[src/hdl/fome_pkg.sv]
// ----------------------------------------------------------------------------
// fome_pkg
// Shared types, constants and helpers of the fermion operator matrix element
// block: configuration record, result record, engine states, operator decode.
// ----------------------------------------------------------------------------
package fome_pkg;

	// Fixed field widths
	localparam int KET_W   = 32;
	localparam int ADDR_W  = 12;
	localparam int COL_W   = 12;
	localparam int SITE_W  = 5;
	localparam int LEN_W   = 3;
	localparam int KINDS_W = 4;
	localparam int SIZE_W  = 13;
	localparam int CFG_W   = 13;
	localparam int IDX_W   = 3;
	localparam int REG_SLOTS = 4;

	// Operator count and site range of the term
	localparam int MAX_OPERATORS = 4;
	localparam int SITE_COUNT    = 32;
	localparam int KW            = $clog2(MAX_OPERATORS + 1);

	// Default table depth
	localparam int BASIS_DEPTH_DEF = 4096;

	// Operator kind
	localparam logic CREATION = 1'b1;

	// Input item kind carried on tuser
	localparam logic ACT_LOAD = 1'b0;
	localparam logic ACT_KET  = 1'b1;

	// Register indexes
	localparam logic [IDX_W-1:0] REG_TERM_LENGTH = 3'd0;
	localparam logic [IDX_W-1:0] REG_SITE_FIRST  = 3'd1;
	localparam logic [IDX_W-1:0] REG_SITE_SECOND = 3'd2;
	localparam logic [IDX_W-1:0] REG_SITE_THIRD  = 3'd3;
	localparam logic [IDX_W-1:0] REG_SITE_FOURTH = 3'd4;
	localparam logic [IDX_W-1:0] REG_KINDS       = 3'd5;
	localparam logic [IDX_W-1:0] REG_BASIS_SIZE  = 3'd6;

	typedef struct packed {
		logic [LEN_W-1:0]   term_length;
		logic [SITE_W-1:0]  site_first;
		logic [SITE_W-1:0]  site_second;
		logic [SITE_W-1:0]  site_third;
		logic [SITE_W-1:0]  site_fourth;
		logic [KINDS_W-1:0] kinds;
		logic [SIZE_W-1:0]  basis_size;
	} cfg_t;

	typedef struct packed {
		logic              nonzero;
		logic [ADDR_W-1:0] row;
		logic [COL_W-1:0]  column;
		logic              negative;
		logic              missing;
	} result_t;

	typedef enum logic [2:0] {
		ST_IDLE,
		ST_APPLY,
		ST_SEED,
		ST_SEARCH,
		ST_DONE
	} eng_state_t;

	// Site of operator idx; operators past the register set sit on site 0
	function automatic logic [SITE_W-1:0] op_site(input cfg_t cfg, input logic [KW-1:0] idx);
		logic [SITE_W-1:0] s;
		s = '0;
		case (32'(idx))
			0: s = cfg.site_first;
			1: s = cfg.site_second;
			2: s = cfg.site_third;
			3: s = cfg.site_fourth;
			default: s = '0;
		endcase
		return s;
	endfunction

	// Kind of operator idx; operators past the register set annihilate
	function automatic logic op_kind(input cfg_t cfg, input logic [KW-1:0] idx);
		logic k;
		k = 1'b0;
		if (32'(idx) < REG_SLOTS) begin
			k = cfg.kinds[2'(idx)];
		end
		return k;
	endfunction

endpackage

[src/hdl/fome_engine.sv]
// ----------------------------------------------------------------------------
// fome_engine
// Sequencer for one ket: applies the operators one per cycle, then runs the
// binary search over the basis table, one probe per cycle.
// ----------------------------------------------------------------------------
module fome_engine #(
	parameter int BASIS_DEPTH = fome_pkg::BASIS_DEPTH_DEF,
	localparam int AW = $clog2(BASIS_DEPTH),
	localparam int SW = $clog2(BASIS_DEPTH + 1)
) (
	input  logic                        clk,
	input  logic                        arst_n,
	input  logic                        start,
	input  logic [fome_pkg::KET_W-1:0]  ket,
	input  logic [fome_pkg::COL_W-1:0]  column,
	input  fome_pkg::cfg_t              cfg,
	output logic                        idle,
	output logic                        rd_en,
	output logic [AW-1:0]               rd_addr,
	input  logic [fome_pkg::KET_W-1:0]  rd_data,
	output logic                        res_valid,
	input  logic                        res_ready,
	output fome_pkg::result_t           res
);

	localparam int KW = fome_pkg::KW;

	fome_pkg::eng_state_t state_q, state_d;

	logic [fome_pkg::KET_W-1:0]  v_q;
	logic [fome_pkg::COL_W-1:0]  col_q;
	logic                        sign_q;
	logic [KW-1:0]               k_q;
	logic                        nz_q;
	logic                        miss_q;
	logic [fome_pkg::ADDR_W-1:0] row_q;
	logic [SW-1:0]               lo_q;
	logic [SW-1:0]               hx_q;
	logic [AW-1:0]               mid_q;

	logic [KW-1:0]                len_sat;
	logic [SW-1:0]                size_sat;
	logic [KW-1:0]                op_idx;
	logic [fome_pkg::SITE_W-1:0]  site;
	logic                         kind;
	logic [fome_pkg::KET_W-1:0]   site_bit;
	logic                         occupied;
	logic                         op_ok;
	logic                         parity;
	logic                         hit;
	logic                         above;
	logic [SW-1:0]                lo_n;
	logic [SW-1:0]                hx_n;
	logic [AW-1:0]                seed_mid;
	logic [AW-1:0]                next_mid;

	// Midpoint of the half-open range [lo, hx)
	function automatic logic [AW-1:0] mid_of(input logic [SW-1:0] lo, input logic [SW-1:0] hx);
		logic [SW:0] s;
		s = {1'b0, lo} + {1'b0, hx} - (SW+1)'(1);
		return AW'(s >> 1);
	endfunction

	// Saturate term length and table size
	assign len_sat  = (32'(cfg.term_length) > fome_pkg::MAX_OPERATORS) ?
	                  KW'(fome_pkg::MAX_OPERATORS) : KW'(cfg.term_length);
	assign size_sat = (32'(cfg.basis_size) > BASIS_DEPTH) ?
	                  SW'(BASIS_DEPTH) : SW'(cfg.basis_size);

	// Decode and check the current operator
	assign op_idx   = k_q - KW'(1);
	assign site     = fome_pkg::op_site(cfg, op_idx);
	assign kind     = fome_pkg::op_kind(cfg, op_idx);
	assign site_bit = fome_pkg::KET_W'(1) << site;
	assign occupied = |(v_q & site_bit);
	assign op_ok    = (32'(site) < fome_pkg::SITE_COUNT) &&
	                  ((kind == fome_pkg::CREATION) ? !occupied : occupied);
	assign parity   = ^(v_q & (site_bit - fome_pkg::KET_W'(1)));

	// Compare the fetched entry and narrow the range
	assign hit      = (v_q == rd_data);
	assign above    = (v_q > rd_data);
	assign lo_n     = above ? (SW'(mid_q) + SW'(1)) : lo_q;
	assign hx_n     = above ? hx_q : SW'(mid_q);
	assign seed_mid = mid_of('0, size_sat);
	assign next_mid = mid_of(lo_n, hx_n);

	// Hold the sequencer state
	always_ff @(posedge clk or negedge arst_n) begin
		if (!arst_n) begin
			state_q <= fome_pkg::ST_IDLE;
		end else begin
			state_q <= state_d;
		end
	end

	// Next state and memory requests
	always_comb begin
		state_d   = state_q;
		rd_en     = 1'b0;
		rd_addr   = seed_mid;
		res_valid = 1'b0;
		case (state_q)
			fome_pkg::ST_IDLE: begin
				if (start) begin
					state_d = (len_sat == '0) ? fome_pkg::ST_SEED : fome_pkg::ST_APPLY;
				end
			end
			fome_pkg::ST_APPLY: begin
				if (!op_ok) begin
					state_d = fome_pkg::ST_DONE;
				end else if (k_q == KW'(1)) begin
					state_d = fome_pkg::ST_SEED;
				end
			end
			fome_pkg::ST_SEED: begin
				if (size_sat == '0) begin
					state_d = fome_pkg::ST_DONE;
				end else begin
					rd_en   = 1'b1;
					rd_addr = seed_mid;
					state_d = fome_pkg::ST_SEARCH;
				end
			end
			fome_pkg::ST_SEARCH: begin
				if (hit || (lo_n >= hx_n)) begin
					state_d = fome_pkg::ST_DONE;
				end else begin
					rd_en   = 1'b1;
					rd_addr = next_mid;
				end
			end
			fome_pkg::ST_DONE: begin
				res_valid = 1'b1;
				if (res_ready) begin
					state_d = fome_pkg::ST_IDLE;
				end
			end
			default: state_d = fome_pkg::ST_IDLE;
		endcase
	end

	// Advance the ket, sign, bounds and result
	always_ff @(posedge clk) begin
		case (state_q)
			fome_pkg::ST_IDLE: begin
				if (start) begin
					v_q    <= ket;
					col_q  <= column;
					sign_q <= 1'b0;
					k_q    <= len_sat;
					nz_q   <= 1'b1;
					miss_q <= 1'b0;
					row_q  <= '0;
				end
			end
			fome_pkg::ST_APPLY: begin
				if (op_ok) begin
					v_q    <= v_q ^ site_bit;
					sign_q <= sign_q ^ parity;
					k_q    <= k_q - KW'(1);
				end else begin
					nz_q <= 1'b0;
				end
			end
			fome_pkg::ST_SEED: begin
				lo_q  <= '0;
				hx_q  <= size_sat;
				mid_q <= seed_mid;
				if (size_sat == '0) begin
					miss_q <= 1'b1;
				end
			end
			fome_pkg::ST_SEARCH: begin
				if (hit) begin
					row_q <= fome_pkg::ADDR_W'(32'(mid_q));
				end else begin
					lo_q  <= lo_n;
					hx_q  <= hx_n;
					mid_q <= next_mid;
					if (lo_n >= hx_n) begin
						miss_q <= 1'b1;
					end
				end
			end
			default: begin
			end
		endcase
	end

	assign idle         = (state_q == fome_pkg::ST_IDLE);
	assign res.nonzero  = nz_q;
	assign res.row      = row_q;
	assign res.column   = col_q;
	assign res.negative = nz_q & sign_q;
	assign res.missing  = miss_q;

endmodule

[config.mk]
export PLATFORM = sky130hd
export DESIGN_NAME = fome_engine
export DESIGN_NICKNAME = d
export VERILOG_FILES = /design/src/hdl/fome_pkg.sv /design/src/hdl/fome_engine.sv
export SDC_FILE = /design/constraint.sdc
export NUM_CORES = 1
export LEC_CHECK = 0
export BUFFER_PORTS_ARGS = -buffer_cell sky130_fd_sc_hd__buf_2
export CORE_ASPECT_RATIO = 1.5
export CORE_UTILIZATION = 58
export CTS_BUF_LIST = sky130_fd_sc_hd__clkbuf_16
export DETAILED_ROUTE_END_ITERATION = 8
export PLACE_DENSITY = 0.85
export SLEW_MARGIN = 20
export SYNTH_ARGS = -nofsm -noshare
export SYNTH_HDL_FRONTEND = slang
export SYNTH_SLANG_ARGS = --single-unit
[constraint.sdc]
create_clock -name clk -period 6 [get_ports clk]
set_input_delay 0 -clock clk [delete_from_list [all_inputs] [get_ports clk]]
set_output_delay 0 -clock clk [all_outputs]
set_load 0.1 [all_outputs]
==> impl_metrics.csv, run 1 <==
group,metric,value,unit
cells_and_area,multi_input_area,5660,µm²
synthesis,ys_seq_area_frac,0.339,
synthesis,async_flop_share,0.0291,
grt,antenna_found_initial,0,
synthesis,synth_top_area_share,0.331,
worst_setup_path,r2r_start,"v_q[17]",
worst_setup_path,cp_max_fo,9,
cells_and_area,syn_to_final_growth,23.8,%
cells_and_area,layout-drive-gt1-share,0.218,
sta,worst_slew_pin_slew,948,ps
cells_and_area,n_fill_cell,1097,
flow_run,max-cap-violations,0,
clocking,clk_latency,360,ps
synthesis,synth_area_leaders,"edfxtp_1, ha_1, nand2_1",
grt,grt_max_degree,37,
worst_setup_path,startpoint_type,"register",
grt,grt_first_pass_wirelength,44.7,mm
outcome,status,"complete, no violations",
place,post-place-ws,196,ps
synthesis,synth_edf_count,100,
worst_setup_path,r2r_slack,600,ps
floorplanning,core,15200,µm²
clocking,htreeDepth,3,
sta,maxSlewHeadroom,0.367,
place,place_inst,1356,
drt,first_iter_violations,851,
floorplanning,num_rows,55,
clocking,cts_buffers,9,
place,io_buffers,161,
drt,drtAntennaViolNets,0,
floorplanning,pin_count,162,
drt,drcViolationCount,0,
synthesis,yosys_warnings,0,
synthesis,yosysTopAreaCell,"edfxtp_1",
synthesis,ys.flop_type,"edfxtp_1",
synthesis,syn-num-nets,1244,
clocking,clkTransAtPathRegs,80,ps
worst_setup_path,crit_type,"register to output port",
drt,drt-wirelength-per-cell,20.1,µm
drt,drt-pass1-iter-count,5,
floorplanning,die_x,104,µm
sta,skew,11.3,ps
clocking,cts_root_buffer,"clkbuf_16",
clocking,cts_max_path_buffers,2,
drt,via_per_inst,6.26,
clocking,clkSinkCount,103,
sta,grt_setup_unrepaired,"no",
worst_setup_path,r2r-end,"mid_q[10]",
synthesis,synth_fa_ha_area_frac,0.155,
worst_setup_path,crit_required,6000,ps
grt,track_usage,0.356,
synthesis,synthCells,1013,
drt,vias,8910,
worst_setup_path,reg2reg_depth,26,
drt,wl,28.6,mm
sta,fin_crit,5780,ps
place,gp_congestion,1.00,
floorplanning,die_h,155,µm
synthesis,synth_compound_area_frac,0.165,
sta,slew_viol_final,0,
place,dp_hpwl,21.0,mm
floorplanning,dieArea,16200,µm²
cells_and_area,seq_area,3080,µm²
synthesis,synthSimpleGateAreaFrac,0.200,
hold_path,hold_class,"input pin to register",
sta,hold_viol,0,
grt,grt_overflow,0,
hold_path,holdPathStages,3,
synthesis,synthDistinctLibCells,70,
worst_setup_path,crit_path_end_kind,"output port",
hold_path,hold_start,"ket[6]",
sta,finalWorstSetupSlack,216,ps
synthesis,synth_top_family_by_area,"simple AND/OR/NAND/NOR gates",
clocking,tritoncts,"yes",
sta,min_period_over_period,0.964,
cells_and_area,final_cell_mix,"nand2_1, buf_2, ha_1",
sta,clock.fmax,0.173,GHz
synthesis,synth_seq_cells,103,
synthesis,syn-cell-area,9080,µm²
synthesis,synth.area.mux_share,0.0382,
floorplanning,initial_core_util,0.597,
cells_and_area,nets,1450,
cells_and_area,diodes,0,
sta,finalSetupViolations,0,
synthesis,avgSynthCellArea,8.96,µm²
synthesis,synth_xor_xnor_area_share,0.0539,
grt,grt_pass1_vias,8932,
worst_setup_path,worstPathArrival,5780,ps
hold_path,holdPathEnd,"v_q[6]",
cells_and_area,final_cells,1423,
## flip-flops by register name, summed over array words and instances, names as in the netlist
signal and count:
nz_q 1, state_q 3, k_q 3, lo_q 13
v_q 32, row_q 12, mid_q 12, hx_q 13
col_q 12, miss_q 1, sign_q 1
## cell usage after synthesis (4+ instances only)
library cell,instances
nand2_1,149
ha_1,110
edfxtp_1,100
nor2_1,72
inv_1,65
a21oi_1,51
o21ai_0,39
nor3_1,37
xnor2_1,33
clkbuf_1,29
mux2i_1,29
nand3_1,26
a21o_1,23
and3_1,22
xor2_1,15
nand4_1,14
o21a_1,14
and2_1,12
nor4_1,12
a31oi_1,11
or2_2,11
o211ai_1,10
nor2b_1,9
a221o_1,8
nand2b_1,8
a22oi_1,7
buf_4,7
a22oi_2,6
o21bai_1,6
or3_1,5
o21ai_2,4
## worst max-delay path: stages, from the launching register on
cell and delay, ps:
edfxtp_1 410, ha_1 310, a21o_1 180, a21o_1 170, a21o_1 180, a21o_1 170
a21o_1 180, a21o_1 180, a21oi_1 190, o21ai_1 150, and2_4 240, o21ai_2 180
nand2_1 80, ha_1 340, ha_1 250, fa_1 400, a21o_1 180, a21oi_1 210
o21bai_1 110, a21oi_2 210, o21bai_1 100, a21oi_2 190, o21bai_1 80, a21oi_1 170
xnor2_1 100, mux2_2 290, buf_12 170
## worst max path at each step
stage	start	endpoint	slack [ps]	cells past startpoint
2_1_floorplan	v_q[1]	rd_addr[1]	-200	27
3_3_place_gp	v_q[25]	rd_addr[10]	400	26
3_5_place_dp	v_q[17]	rd_addr[10]	200	26
4_1_cts	v_q[1]	rd_addr[11]	40	27
5_1_grt	v_q[17]	rd_addr[10]	10	26
6_report	v_q[17]	rd_addr[10]	220	26
## metrics by stage
stage / instance area, µm² / TNS (ps) / util / hold WS (ps)
after floorplan: 9110 / -1680 / - / -296
after detailed placement: 10400 / 0 / 0.682 / -200
final: 11200 / 0 / 0.739 / 6.14
after global routing: 11200 / 0 / 0.739 / 22.6
after CTS: 11200 / 0 / 0.735 / 4.02
after global placement: 10400 / 0 / 0.682 / -200
## kinds of logic after synthesis
group | count (synthesis)
xor gates and xnor gates | 51
AOI/OAI and AO/OA | 217
DFF | 103
adders and majority gates | 112
muxes | 33
buffers and inverters | 108
and+or+nand+nor | 389
## what timing repair did
| action | 4_1_cts | 5_1_grt |
|---|---|---|
| pin swaps | 0 | 5 |
| gates resized for setup | 7 | 15 |
| hold endpoints to repair | 49 | 0 |
| setup endpoints to repair | 2 | 5 |
| hold buffers | 48 | 0 |
| setup buffers | 1 | 2 |
## routing by layer
metal,part of all wire,track usage
met5,0,0
met4,0.074,0.268
met3,0.070,0.0469
met2,0.53,0.669
met1,0.32,0.356
## layout make-up
class / count / share of cell area
Clock buffer: 9 / 0.0200
Clock inverter: 7 / 0.00690
Inverter: 66 / 0.0220
Multi-Input combinational cell: 802 / 0.504
Sequential cell: 103 / 0.274
Tap cell: 199 / 0.0222
Timing Repair Buffer: 237 / 0.151
Power of run 1 is not shown: default switching activity piles up to over one toggle a cycle in this logic, so the estimate is an artifact.
==> run 2: changes to the inputs <==
==> constraint.sdc (replaced) <==
create_clock -name clk -period 6 [get_ports clk]
set_input_delay 0.6 -clock clk [delete_from_list [all_inputs] [get_ports clk]]
set_output_delay 0.6 -clock clk [all_outputs]
set_load 0.1 [all_outputs]
==> run 2 against run 1 <==
The run now ends with setup timing left. Final cell count shrank 0.63%. Global-route usage fell by 1.6 points. Final area increased by 2.2%.
==> impl_metrics.csv, run 2 (same netlist as run 1, synthesis figures left out) <==
group,metric,value,unit
worst_setup_path,crit_path_end_kind,"output port",
cells_and_area,layout_commonest_cell,"buf_2",
cells_and_area,final_cell_mix,"buf_2, nand2_1, ha_1",
worst_setup_path,critPathBufInv,5,
clocking,cts_root_buffer,"clkbuf_16",
cells_and_area,nets,1441,
cells_and_area,largest-register,"v_q",
place,dp_hpwl,20.8,mm
sta,grt_setup_unrepaired,"yes",
drt,wl,28.2,mm
grt,grt.busiest_layer,"met2",
cells_and_area,largest_reg_flops,32,
cells_and_area,final_cells,1414,
grt,grt_max_degree,43,
drt,drt-pass1-iter-count,5,
drt,drcViolationCount,0,
grt,grt_overflow,0,
grt,antenna_found_initial,0,
cells_and_area,final_util,0.755,
worst_setup_path,reg2reg_depth,24,
sta,hold_viol,0,
outcome,status,"complete, but fails checks",
clocking,htreeDepth,3,
floorplanning,die_h,155,µm
drt,vias,8706,
drt,first_iter_violations,621,
sta,skew,12.3,ps
grt,grtUsageMet1,0.337,
worst_setup_path,cpMostUsedCell,"o21a_1",
drt,via_per_inst,6.16,
outcome,violations,"setup timing",
drt,drtAntennaViolNets,0,
worst_setup_path,crit_type,"register to output port",
grt,track_usage,0.340,
worst_setup_path,worstPathArrival,5470,ps
worst_setup_path,r2r_start,"v_q[25]",
hold_path,hold_class,"input pin to asynchronous set/reset pin",
drt,drt-wirelength-per-cell,19.9,µm
floorplanning,num_rows,55,
floorplanning,die_x,104,µm
sta,fin_hold_ws,31.2,ps
worst_setup_path,crit_family,"compound AO/OA/AOI/OAI gates",
grt,grt_util_met2,0.656,
sta,clock.fmax,0.165,GHz
floorplanning,dieArea,16200,µm²
clocking,cts_max_path_buffers,2,
sta,worst_slew_pin_slew,1020,ps
grt,grt_pass1_vias,8813,
worst_setup_path,cp_max_fo,6,
sta,finalSetupViolations,9,
sta,maxSlewHeadroom,0.313,
place,gp_congestion,1.03,
clocking,clk_latency,360,ps
worst_setup_path,crit_required,5400,ps
sta,fin_crit,6070,ps
worst_setup_path,r2r-end,"mid_q[11]",
grt,grt_first_pass_wirelength,42.9,mm
clocking,cts_buffers,9,
worst_setup_path,cpPeakStageDelay,440,ps
worst_setup_path,cp.depth,26,
cells_and_area,reg.largest.list,"v_q x32, hx_q x13, lo_q x13",
clocking,tritoncts,"yes",
sta,finalWorstSetupSlack,-73.1,ps
cells_and_area,diodes,0,
floorplanning,core,15200,µm²
flow_run,max-cap-violations,0,
floorplanning,pin_count,162,
worst_setup_path,startpoint_type,"register",
worst_setup_path,cp_slowest_cell,"edfxtp_1",
place,place_inst,1377,
clocking,clkSinkCount,103,
sta,min_period_over_period,1.01,
cells_and_area,syn_to_final_growth,26.5,%
grt,use_met3,0.0373,
clocking,clkTransAtPathRegs,80,ps
place,io_buffers,161,
floorplanning,initial_core_util,0.597,
cells_and_area,layout-drive-gt1-share,0.283,
worst_setup_path,r2r_slack,840,ps
sta,slew_viol_final,0,
## run 2: cell count changes in the layout (fill, tap and decap cells not counted), moves of 6 or more
cell and delta:
buf_4 +31, ha_1 -8, mux2i_2 -8, ha_4 +6
mux2i_4 +11, dlygate4sd3_1 -48
## run 2: worst max-delay path by stage
stage | from | endpoint | slack [ps]
2_1_floorplan | rd_data[1] | rd_addr[1] | -100
3_3_place_gp | rd_data[25] | rd_addr[10] | -100
3_5_place_dp | rd_data[25] | rd_addr[10] | -240
4_1_cts | v_q[25] | rd_addr[11] | -90
5_1_grt | v_q[1] | rd_addr[11] | -260
6_report | v_q[25] | rd_addr[3] | -70
## run 2: per-stage QoR
stage	setup TNS [ps]	instance area (µm²)	worst slack, ps
floorplan	-729	9330	-104
global placement	-259	10700	-105
detailed placement	-1140	10700	-240
CTS	-90.3	11200	-90.3
global route	-2120	11500	-256
finish	-292	11500	-73.1
## run 2: repair_timing
item                                    in CTS  in global routing
pin swaps                                   30                 20
endpoints found under the setup margin      13                 13
cloned                                       0                  1
buffers inserted                            12                  8
gates resized for setup                     31                 39
hold buffers                                 0                  0
## run 2: cell type report
type                       instances  area [µm²]
clock buffer                       9         225
clock inverter                     7        77.6
fill                            1064        3720
inverter                          66         260
multi-input combinational        802        6030
sequential                       103        3080
tap                              199         249
timing repair buffer             228        1570
## run 2: layer usage
metal	vias to the layer above	wire length (µm)	share of wire
li1	4058	-	-
met3	138	1660	0.059
met2	453	15200	0.54
met1	4057	9200	0.33
met5	-	0	0
met4	0	2080	0.074
Power of run 2 is left out for the same reason.
